## config.mk

```make
export PLATFORM = sky130hd
export DESIGN_NAME = tcw_ctrl
export DESIGN_NICKNAME = d
export VERILOG_FILES = /design/src/tcw_pkg.sv /design/src/tcw_ctrl.sv
export SDC_FILE = /design/constraint.sdc
export NUM_CORES = 1
export LEC_CHECK = 0
export ABC_AREA = 1
export BUFFER_PORTS_ARGS = -buffer_cell sky130_fd_sc_hd__buf_2
export CORE_MARGIN = 2
export CORE_UTILIZATION = 30
export CTS_BUF_LIST = sky130_fd_sc_hd__clkbuf_4 sky130_fd_sc_hd__clkbuf_8
export DETAILED_ROUTE_END_ITERATION = 8
export SLEW_MARGIN = 5
export SYNTH_ARGS = -nofsm -noshare
export SYNTH_HDL_FRONTEND = slang
export SYNTH_SLANG_ARGS = --single-unit
```

## constraint.sdc

```tcl
create_clock -name clock -period 1.4 [get_ports clock]
set_input_delay 0.14 -clock clock [delete_from_list [all_inputs] [get_ports clock]]
set_output_delay 0.14 -clock clock [all_outputs]
set_load 0.01 [all_outputs]
```

## src/tcw_pkg.sv

```systemverilog
// ---------------------------------------------------------------------------
// tcw_pkg
// Types and constants of the text console writer.
// ---------------------------------------------------------------------------
package tcw_pkg;

   localparam int CHAR_W = 8;
   localparam int ROW_W  = 5;
   localparam int COL_W  = 7;

   localparam logic [CHAR_W-1:0] CH_SPACE     = 8'h20;
   localparam logic [CHAR_W-1:0] CH_NEWLINE   = 8'h0A;
   localparam logic [CHAR_W-1:0] CH_BACKSPACE = 8'h08;

   typedef enum logic [1:0] {
      OP_PUT        = 2'd0,
      OP_CLEAR      = 2'd1,
      OP_SET_CURSOR = 2'd2,
      OP_READ       = 2'd3
   } op_type;

   typedef struct packed {
      op_type            op;
      logic [CHAR_W-1:0] char_code;
      logic [ROW_W-1:0]  row_sel;
      logic [COL_W-1:0]  col_sel;
   } req_payload_type;

   typedef struct packed {
      logic [CHAR_W-1:0] read_char;
      logic [ROW_W-1:0]  cursor_row_now;
      logic [COL_W-1:0]  cursor_col_now;
      logic              scrolled;
      logic              bad_address;
   } rsp_payload_type;

   typedef enum logic [2:0] {
      ST_INIT,
      ST_IDLE,
      ST_DECODE,
      ST_SCROLL,
      ST_STORE,
      ST_CLEAR,
      ST_DONE
   } state_type;

   typedef enum logic [3:0] {
      CMD_NONE,
      CMD_CAPTURE,
      CMD_NEXT_ROW,
      CMD_BACKSPACE,
      CMD_STORE,
      CMD_HOME,
      CMD_SWEEP_ROW,
      CMD_SWEEP_ALL,
      CMD_SET_CURSOR,
      CMD_READ,
      CMD_RESULT
   } cmd_type;

   typedef struct packed {
      op_type op;
      logic   is_newline;
      logic   is_backspace;
      logic   col_zero;
      logic   col_full;
      logic   row_last;
      logic   read_ok;
      logic   sweep_last_row;
      logic   sweep_last_all;
      logic   rsp_stall;
   } status_type;

endpackage

```

## src/tcw_ctrl.sv

```systemverilog
// ---------------------------------------------------------------------------
// tcw_ctrl
// Sequencer of the console writer: decodes a captured word and steps the
// datapath through cursor moves, cell reads and writes, row blanking and full clears.
// ---------------------------------------------------------------------------
module tcw_ctrl (
   input  logic                clock,
   input  logic                reset,
   input  logic                req_valid,
   input  tcw_pkg::status_type status,
   output logic                req_ready,
   output tcw_pkg::cmd_type    cmd
);
   import tcw_pkg::*;

   state_type state_ff;
   state_type state_in;

   always_ff @(posedge clock) begin
      if (reset) begin
         state_ff <= ST_INIT;
      end else begin
         state_ff <= state_in;
      end
   end

   always_comb begin
      state_in  = state_ff;
      cmd       = CMD_NONE;
      req_ready = 1'b0;
      unique case (state_ff)
         ST_INIT: begin
            cmd = CMD_SWEEP_ALL;
            if (status.sweep_last_all) state_in = ST_IDLE;
         end
         ST_IDLE: begin
            req_ready = 1'b1;
            if (req_valid) begin
               cmd      = CMD_CAPTURE;
               state_in = ST_DECODE;
            end
         end
         ST_DECODE: begin
            unique case (status.op)
               OP_PUT: begin
                  priority if (status.is_newline) begin
                     cmd      = CMD_NEXT_ROW;
                     state_in = status.row_last ? ST_SCROLL : ST_DONE;
                  end else if (status.is_backspace) begin
                     if (!status.col_zero) cmd = CMD_BACKSPACE;
                     state_in = ST_DONE;
                  end else if (status.col_full) begin
                     cmd      = CMD_NEXT_ROW;
                     state_in = status.row_last ? ST_SCROLL : ST_STORE;
                  end else begin
                     cmd      = CMD_STORE;
                     state_in = ST_DONE;
                  end
               end
               OP_CLEAR: begin
                  cmd      = CMD_HOME;
                  state_in = ST_CLEAR;
               end
               OP_SET_CURSOR: begin
                  cmd      = CMD_SET_CURSOR;
                  state_in = ST_DONE;
               end
               OP_READ: begin
                  if (status.read_ok) cmd = CMD_READ;
                  state_in = ST_DONE;
               end
            endcase
         end
         ST_SCROLL: begin
            cmd = CMD_SWEEP_ROW;
            if (status.sweep_last_row) begin
               state_in = status.is_newline ? ST_DONE : ST_STORE;
            end
         end
         ST_STORE: begin
            cmd      = CMD_STORE;
            state_in = ST_DONE;
         end
         ST_CLEAR: begin
            cmd = CMD_SWEEP_ALL;
            if (status.sweep_last_all) state_in = ST_DONE;
         end
         ST_DONE: begin
            if (!status.rsp_stall) begin
               cmd      = CMD_RESULT;
               state_in = ST_IDLE;
            end
         end
         default: begin
            state_in = ST_INIT;
         end
      endcase
   end

endmodule

```

# Word-level counts from Yosys, hierarchy flattened
# Index checks and enable logic that the tools add are counted.
totals:
  reg_bits: 3
  latch_bits: 0
  ram_bits: 0
  romBits: 0
  input_bits: 14
  out_inout_bits: 5
  wordCells: 43
  n_memories: 0
classes:
  addsub: 0
  multipliers: 0
  div: 0
  order_cmp: 0
  n_eq_ne: 14
  n_shift: 0
  n_mux: 23
  n_bitwise: 0
  reduce_logical: 5
ops:
  columns: ["op", "count"]
  rows:
  - ["two-way mux 3 bit", 11]
  - ["case mux 4 bit (6 select lines)", 1]
  - ["case mux 3 bit (7 select lines)", 1]
  - ["two-way mux 4 bit", 4]
  - ["case mux 4 bit (4 select lines)", 1]
  - ["inequality test 2 bit (second input constant)", 5]
  - ["equality test 3 bit (second input constant)", 3]
  - ["case mux 3 bit (3 select lines)", 1]
  - ["equality test 3 x 2 -> 1 bit (second input constant)", 2]
  - ["AND reduction 5 bit", 1]
  - ["equality test 2 bit (second input constant)", 2]
  - ["two-way mux 2 bit", 2]
  - ["OR reduction 2 bit", 2]
  - ["equality test 3 x 1 -> 1 bit (second input constant)", 1]
  - ["logical NOT 3 bit", 1]
  - ["equality test 2 x 1 -> 1 bit (second input constant)", 1]
  - ["logical NOT 2 bit", 1]
  - ["two-way mux 1 bit", 2]

# Depth between registers and ports, before layout
# Gate-level depths: netlist (run 1).
logic_depth:
  ltp_word: 6
  ltp_mapped: 9
  mapped_depth_nobuf: 9

# Worst setup path after synthesis (run 1)
# OpenSTA, ideal clock, no wires.
synth_timing:
  kind: "reg-to-output"
  startpoint: "register state_ff[1]"
  endpoint: "output port cmd[3]"
  t_arrival_ns: 1.054
  required_time_ns: 1.260
  path_slack_ns: 0.206
  stages_incl_launch_ff: 5
  path_buffers: 0
  cell_sequence: "dfxtp_1 > nand2_1 > nor2_2 > nand2_1 > o21ai_0"
synth_via:
  elab_chain_len: 3
  elab_cells_between_ends: 9
synth_rtl:
  columns: ["element", "line_no", "source"]
  rows:
  - ["start, declared", "tcw_ctrl.sv:16", "state_type state_ff;"]
  - ["start signal, assigned", "tcw_ctrl.sv:23", "state_ff <= state_in;"]
  - ["equality test 3 bit / logical NOT 3 bit (equally long branches)", "tcw_ctrl.sv:31", "unique case (state_ff)"]
  - ["OR reduction 2 bit (no source line)", null, null]
  - ["case mux 4 bit (6 select lines) (*)", "tcw_ctrl.sv:31", null]
  - ["end, declared", "tcw_ctrl.sv:12", "output tcw_pkg::cmd_type cmd"]
# Every way passes the cells marked *; elsewhere a longest branch is shown, timed or not.

# Worst setup path after layout (run 1)
layout_timing:
  startpoint: "register state_ff[0]"
  endpoint: "output port cmd[1]"
# The elaborated chain is that of the path after synthesis.

==> results.md, run 1 <==
- Status: complete, no violations
- Top cell type's share of synthesized area: 0.2054
- Cell Area, Synth: 420.4 um2
- Layout fillers: 134
- CTS tree: yes
- Clk buf depth: 2
- CP Data Arrival Time: 1.21 ns
- Detailed Place HPWL: 957.9 um
- Peak VDD IR: 1034 uV
- Initial DRT Pass Iterations: 4
- Vias in the first global route: 579
- Number of flip-flops in the largest register: 3
- Placer Congestion: 0.8426
- Clock root buffer: clkbuf_4
- Pin count of the biggest net entering global routing: 8
- Largest Register: state_ff
- Starting Density: 0.3231
- Leak: 0.3669 nW
- FP Rows: 13
- Clk sink count: 3
- Worst setup SP type: register
- CP Capture Type: output port
- Final nets: 125
- Initial antenna violation count: 0
- Slew Limit Headroom: 0.8256
- Setup violators final: 0
- Largest area contributor in the netlist: nand2_1
- Final worst path period need: 1.355 ns
- CP required: 1.26 ns
- Worst Tran Pin Value: 0.2607 ns
- First-pass GRT wire length: 2290 um
- Synthesized area per cell: 5.322 um2
- Critical path type: register to output port
- Clk slew on worst S/H paths: 0.04 ns
- Final Hold Vio Count: 0
- Syn nets: 93
- Final instance area: 699.4 um2
- Register area: 71.32 um2
- Placed Area: 536.8 um2
- Die Footprint: 0.001717 mm2
- Setup slack after layout: 0.04545 ns
- Die height: 41.44 um
- Vias per cell: 4.936
- Post-Synthesis Cells: 79
- Antenna diodes: 0
- Crit-path max FO: 5
- Max_cap viols: 0
- Multi-input logic area: 361.6 um2
- Biggest regs: state_ff (3)
- Buffers on Ports: 18
- DP Worst Slack: 0.09128 ns
- Core Region: 0.001301 mm2
- Routed wire length: 1419 um
- TNS Setup: 0 ns
- Distinct cells, synth: 18
- Post-synthesis sequential area ratio: 0.1429
- Fmax: 0.7383 GHz
- Worst hold path class: input pin to register
- Top cells by area, synth: nand2_1 (21%), dfxtp_1 (14%), nand3_1 (12%)
- Final slew viol count: 0
- Clk_skew: 0.00007012 ns
- Die X: 41.44 um
- Drt drc: 0
- PwrDens: 1878 mW/mm2
- Tcrit/Tclk final: 0.9675
- Commonest cells after routing, fill and taps aside: nand2_1 (21), buf_2 (18), inv_1 (9)
- Unrepaired setup endpoints after global routing: true
- GRT Overall Usage: 0.1668
- Grt ovf: 0
- P&R area growth vs syn: 66.37%
- Most common cell after layout, fill and taps aside: nand2_1
- Yosys warnings: 0
- Routed wire length per instance: 11.35 um
- CTS Hold Buffers Added: 0
- Layout cells sized above 1: 0.5000
- I/O pin cnt: 19
- WHS: 0.09120 ns
- Initial DRC count: 27
- Remaining antenna violation count after routing: 0
- Inserted Clock Buffers: 3
- Register bit total from synthesis: 3
- Clock Latency Late Sink: 0.23 ns
- Htree depth: 1
- Via Count: 617
-- through the flow --
step,util,power (mW),std cells
4_1_cts,0.4808,1.167,121
6_report,0.5375,1.314,125
3_3_place_gp,0.4125,0.8736,113
5_1_grt,0.5375,1.431,125
3_5_place_dp,0.4125,0.8711,113
2_1_floorplan,-,0.6566,79
-- final timing paths --
path	depth (start not counted)	slack [ns]	from	to
setup / recovery	5	0.05	state_ff[0]$_SDFFE_PP0P_	cmd[1]
hold / removal	2	0.09	reset	state_ff[0]$_SDFFE_PP0P_
hold reg to reg	3	0.65	state_ff[0]$_SDFFE_PP0P_	state_ff[0]$_SDFFE_PP0P_
setup reg to reg	8	0.15	state_ff[2]$_SDFFE_PP0P_	state_ff[2]$_SDFFE_PP0P_
-- cell families (layout without fill, tap and decap cells) --
group,after synthesis,after routing,share of synthesized area
buffers and inverters,13,44,0.1161
AND/OR/NAND/NOR,53,53,0.5893
AO/OA/AOI/OAI,10,10,0.1518
flip-flops,3,3,0.1429
-- area by class of cell --
type                    instances  area share
inverters                      13     0.08050
clock buffers                   4     0.04293
repair buffers                 27      0.2308
well taps                      15     0.02683
multi-input cells              63      0.5170
flip-flops and latches          3      0.1020
-- worst max-delay path: stages (launching register included) --
cell	delay (ns)
dfxtp_4	0.36
inv_6	0.08
nand3_4	0.06
or2_4	0.25
o2111ai_2	0.08
buf_2	0.16
-- what timing repair did --
action,in CTS,in global routing
buffers inserted,4,4
pin swaps,1,4
resized for setup,11,11
endpoints found under the setup margin,3,4
-- cells in the mapped netlist --
library cell  instances
o2111ai_1             1
a21oi_1               2
dfxtp_1               3
inv_1                 9
o21ai_0               3
o22ai_1               1
inv_2                 4
nand2_2               1
o21bai_1              1
nand3_2               1
nor2_1                7
nand4_1               4
or2_2                 2
nand2_1              23
nor2_2                5
nand3_1              10
o211ai_1              1
a21oi_2               1
-- power breakdown --
part	switching [mW]	internal [mW]	total, mW	leakage, nW
registers	0.0930	0.142	0.235	0.0267
clock network	0.0437	0.126	0.170	0.0184
logic	0.496	0.413	0.909	0.322
total	0.633	0.681	1.31	0.367
-- layer usage --
metal / share of wire / routed length, um / track usage
met1: 0.38 / 540 / 0.1842
met2: 0.56 / 798 / 0.2938
met3: 0.056 / 80 / 0.02609
met5: 0 / 0 / 0
met4: 0 / 0 / 0.1032
No activity file was read; power rests on OpenSTA's default activity.
==> run 2: changes to the inputs <==
RECOVER_POWER = 100   (was default)
==> run 2 against run 1 <==
Die area is the same. Routed wire length grew 0.56%. Highest routed layer unchanged. Clock skew barely moved. Combinational power shrank 2.5%. Sequential power is essentially flat. Sequential share of layout area increased by 0.15 points. Power down 1.8%. Core utilization down 0.77 points. Flip-flop and latch count stayed put. Final cell count did not move. Setup slack worse by 0.010 ns. Count of clock-buffer cells in the layout stayed put.
==> results.md, run 2 (synthesis gave the netlist of run 1 again) <==
- Htree depth: 1
- Die height: 41.44 um
- CP Capture Type: output port
- Layout cells sized above 1: 0.4636
- Status: complete, no violations
- Power Total: 1.290 mW
- Setup slack after layout: 0.03512 ns
- Clk buf depth: 2
- CP Cell Sequence: buf_4 -> nand2_1 -> nand3_1 -> o2111ai_2 -> buf_2
- Worst hold path class: input pin to register
- Routed wire length: 1427 um
- Hold Path Stages: 2
- Die X: 41.44 um
- Buffers on Ports: 18
- RR Startpoint: state_ff[0]$_SDFFE_PP0P_
- FF-to-FF path depth: 8
- Leak: 0.3564 nW
- Initial DRT Pass Iterations: 4
- Routed wire length per instance: 11.42 um
- Initial antenna violation count: 0
- FP Rows: 13
- Fmax: 0.7327 GHz
- Initial DRC count: 20
- Antenna diodes: 0
- TNS Setup: 0 ns
- Layout fillers: 136
- Peak VDD IR: 1035 uV
- Placer Congestion: 0.8426
- Setup violators final: 0
- Core Region: 0.001301 mm2
- Crit-path max FO: 3
- Grt ovf: 0
- Setup crit end: cmd[1]
- Final nets: 125
- R2r endpoint: state_ff[0]$_SDFFE_PP0P_
- Commonest cells after routing, fill and taps aside: nand2_1 (21), buf_2 (16), inv_1 (9)
- Via Count: 618
- Unrepaired setup endpoints after global routing: true
- Final Hold Vio Count: 0
- PwrDens: 1871 mW/mm2
- CP required: 1.26 ns
- Launch point of the critical path: state_ff[0]$_SDFFE_PP0P_
- Final Util: 0.5298
- Die Footprint: 0.001717 mm2
- Vias in the first global route: 579
- CTS tree: yes
- Flop2flop setup slack: 0.07 ns
- CP Data Arrival Time: 1.22 ns
- Critical path type: register to output port
- Max_cap viols: 0
- Drt drc: 0
- Most common cell after layout, fill and taps aside: nand2_1
- Vias per cell: 4.944
- Biggest regs: state_ff (3)
- Starting Density: 0.3231
- Clk_skew: 0.0004406 ns
- GRT Overall Usage: 0.1668
- Number of flip-flops in the largest register: 3
- Clk slew on worst S/H paths: 0.04 ns
- Clock Latency Late Sink: 0.23 ns
- CTS Hold Buffers Added: 0
- Slowest-stage cell, CP: dfxtp_4
- Clk sink count: 3
- First-pass GRT wire length: 2290 um
- Final worst path period need: 1.365 ns
- P&R area growth vs syn: 63.99%
- Largest Register: state_ff
- Inserted Clock Buffers: 3
- Clock root buffer: clkbuf_4
- Final slew viol count: 0
- Detailed Place HPWL: 957.9 um
- I/O pin cnt: 19
- Crit-path max cell delay: 0.36 ns
- Placed Area: 536.8 um2
- Worst setup SP type: register
- Remaining antenna violation count after routing: 0
- Tcrit/Tclk final: 0.9749
- Slew Limit Headroom: 0.8252
- Worst Tran Pin Value: 0.2613 ns
- Final instance area: 689.4 um2
- Pin count of the biggest net entering global routing: 8
- DP Worst Slack: 0.09128 ns
-- run 2: cell types whose count changed in the layout (fill, tap and decap cells not counted) --
| cell | previous run | this run |
|---|---|---|
| clkbuf_1 | 0 | 2 |
| buf_2 | 18 | 16 |
| nand3_1 | 7 | 8 |
| nand3_2 | 3 | 2 |
| nor2_2 | 4 | 3 |
| nor2_1 | 7 | 8 |
-- run 2: layout make-up --
class | instances | area [um2] | area share
Tap cell | 15 | 18.77 | 0.02722
Clock buffer | 4 | 30.03 | 0.04356
Sequential cell | 3 | 71.32 | 0.1034
Inverter | 13 | 56.30 | 0.08167
Timing Repair Buffer | 27 | 158.9 | 0.2305
Multi-Input combinational cell | 63 | 354.1 | 0.5136
-- run 2: routing by layer --
metal / vias to the layer above / GRT usage / wire length, um / part of all wire
li1: 326 / - / - / -
met1: 271 / 0.1842 / 545 / 0.38
met2: 21 / 0.2938 / 790 / 0.55
met3: 0 / 0.02609 / 91 / 0.064
met4: 0 / 0.1032 / 0 / 0
met5: - / 0 / 0 / 0
-- run 2: critical path, delay by kind of cell, from the launching register on --
family	cells	cell delay (ns)
AND/OR/NAND/NOR	2	0.22
AO/OA/AOI/OAI	1	0.11
flip-flops	1	0.36
buffers and inverters	2	0.30
-- run 2: per-stage QoR --
stage | cells | hold slack [ns]
2_1_floorplan | 79 | 0.2024
3_3_place_gp | 113 | 0.3250
3_5_place_dp | 113 | 0.3355
4_1_cts | 121 | 0.07731
5_1_grt | 125 | 0.08520
6_report | 125 | 0.09098
-- run 2: worst min-delay path by stage --
stage                               end  startpoint  slack, ns
2_1_floorplan  state_ff[0]$_SDFFE_PP0P_       reset       0.20
3_3_place_gp   state_ff[0]$_SDFFE_PP0P_       reset       0.32
3_5_place_dp   state_ff[0]$_SDFFE_PP0P_       reset       0.34
4_1_cts        state_ff[0]$_SDFFE_PP0P_       reset       0.08
5_1_grt        state_ff[0]$_SDFFE_PP0P_       reset       0.09
6_report       state_ff[0]$_SDFFE_PP0P_       reset       0.09
-- run 2: repair_timing --
| item | 4_1_cts | 5_1_grt |
|---|---|---|
| setup endpoints to repair | 3 | 4 |
| pin swaps | 1 | 4 |
| resized for setup | 11 | 11 |
| buffers inserted | 4 | 4 |
-- run 2: where the power goes --
group	internal, mW	total [mW]	switching [mW]
Sequential	0.142	0.235	0.0928
Combinational	0.396	0.886	0.489
Clock	0.126	0.169	0.0433
==> run 3: changes to the inputs <==
CTS_BUF_LIST = sky130_fd_sc_hd__clkbuf_8   (was sky130_fd_sc_hd__clkbuf_4 sky130_fd_sc_hd__clkbuf_8)
==> run 3 against run 2 <==
Final cell count fell by 1.6%. First-iteration DRC count rose by 65%. Register-to-register slack improved by 0.05 ns. Count of clock-buffer cells in the layout fell by 1. Via count did not move. Sequential share of layout area rose by 0.13 points. Clock power rose by 42%. Hold slack improved by 0.019 ns. Global-route usage fell by 0.45 points. Sequential power fell by 2%. Critical path type unchanged. Highest routed layer is now met4.
==> results.md, run 3 (synthesis gave the netlist of run 1 again) <==
- Final cell count without fillers: 123
- Clock Latency Late Sink: 0.21 ns
- Fmax: 0.7310 GHz
- Clk_skew: 0.0004106 ns
- P_sw: 0.6139 mW
- CP required: 1.26 ns
- Worst setup SP type: register
- GRT Overall Usage: 0.1623
- Number of flip-flops in the largest register: 3
- Buffers on Ports: 18
- Levels on crit path: 5
- Placed insts: 113
- Initial DRT Pass Iterations: 4
- Clock root buffer: clkbuf_8
- Initial DRC count: 33
- First-pass GRT wire length: 2242 um
- Max_cap viols: 0
- Biggest regs: state_ff (3)
- Vias per cell: 5.024
- Die X: 41.44 um
- FP Rows: 13
- Starting Density: 0.3231
- WHS: 0.1102 ns
- PwrDens: 1917 mW/mm2
- Crit path buf inv count: 2
- Final instance area: 680.7 um2
- FF-to-FF path depth: 8
- Remaining antenna violation count after routing: 0
- Largest Register: state_ff
- Final slew viol count: 0
- Drt drc: 0
- Final Hold Vio Count: 0
- Grt ovf: 0
- Tcrit/Tclk final: 0.9772
- Clk buf depth: 2
- I/O pin cnt: 19
- CTS Hold Buffers Added: 0
- Crit-path max cell delay: 0.36 ns
- Slew Limit Headroom: 0.8155
- Placer Congestion: 0.8426
- CP delay by family, top: flip-flops
- Core Region: 0.001301 mm2
- Antenna diodes: 0
- Routed wire length: 1403 um
- CTS tree: yes
- Final worst path period need: 1.368 ns
- Worst Tran Pin Value: 0.2757 ns
- Clk slew on worst S/H paths: 0.03 ns
- Final nets: 123
- Vias in the first global route: 569
- CP Data Arrival Time: 1.23 ns
- Setup violators final: 0
- Crit-path max FO: 5
- Inserted Clock Buffers: 3
- Most common cell after layout, fill and taps aside: nand2_1
- CP Capture Type: output port
- Peak VDD IR: 1044 uV
- Slowest-stage cell, CP: dfxtp_4
- Sequential power share: 0.176
- Switching share of power: 0.4705
- Worst hold path class: input pin to register
- Placed Area: 536.8 um2
- Status: complete, no violations
- Hold Path Stages: 2
- Layout cells sized above 1: 0.4444
- Via Count: 618
- CP Cell Sequence: inv_6 -> nand3_2 -> or2_4 -> o2111ai_1 -> buf_2
- Comb power frac: 0.640
- Die Footprint: 0.001717 mm2
- Routed wire length per instance: 11.41 um
- Clk sink count: 3
- Pin count of the biggest net entering global routing: 8
- Layout fillers: 139
- Die height: 41.44 um
- Leak: 0.3573 nW
- P&R area growth vs syn: 61.90%
- Critical path type: register to output port
- Commonest cells after routing, fill and taps aside: nand2_1 (21), buf_2 (16), inv_1 (10)
- Initial antenna violation count: 0
- Internal power: 0.6909 mW
- Detailed Place HPWL: 957.9 um
- Clock power frac: 0.184
- Unrepaired setup endpoints after global routing: true
- Final Util: 0.5231
- Htree depth: 1
run 3: cell count changes in the layout (fill, tap and decap cells not counted), moves of 2 or more:
cell      before  now
clkbuf_8       0    3
buf_4          8    6
nand3_2        2    4
clkbuf_4       4    0
run 3: layer usage:
metal  up-vias  GRT usage  part of all wire
met3         3    0.02174             0.057
li1        319          -                 -
met1       271     0.1895              0.40
met5         -          0                 0
met2        25     0.2813              0.53
met4         0    0.09032             0.012
run 3: power by group through the flow:
| stage | Clock, mW | Combinational, mW | Sequential (mW) |
|---|---|---|---|
| global route | 0.257 | 0.929 | 0.235 |
| floorplan | 0 | 0.486 | 0.171 |
| CTS | 0.252 | 0.767 | 0.188 |
| detailed placement | 0 | 0.692 | 0.179 |
| global placement | 0 | 0.698 | 0.175 |
| finish | 0.240 | 0.835 | 0.230 |
run 3: final timing paths:
check / from / to / slack, ns
min reg2reg: state_ff[0]$_SDFFE_PP0P_ / state_ff[0]$_SDFFE_PP0P_ / 0.65
max: state_ff[0]$_SDFFE_PP0P_ / cmd[1] / 0.03
max reg2reg: state_ff[2]$_SDFFE_PP0P_ / state_ff[2]$_SDFFE_PP0P_ / 0.12
min: reset / state_ff[0]$_SDFFE_PP0P_ / 0.11
run 3: cell type report:
type	count	area, um2	area share
inverters	13	56.30	0.08272
multi-input cells	63	345.3	0.5074
flip-flops and latches	3	71.32	0.1048
repair buffers	25	143.9	0.2114
clock inverters	1	3.754	0.005515
well taps	15	18.77	0.02757
clock buffers	3	41.29	0.06066
run 3: timing repair:
action / CTS / global route
setup buffers: 4 / 2
pin swaps: 1 / 3
setup endpoints to repair: 3 / 3
resized for setup: 6 / 14
run 3: metrics by stage:
stage	power, mW	setup slack [ns]	setup TNS [ns]
2_1_floorplan	0.6566	0.2064	0
3_3_place_gp	0.8736	0.1445	0
3_5_place_dp	0.8711	0.09128	0
4_1_cts	1.207	0.009744	0
5_1_grt	1.420	-0.01400	-0.03918
6_report	1.305	0.03193	0
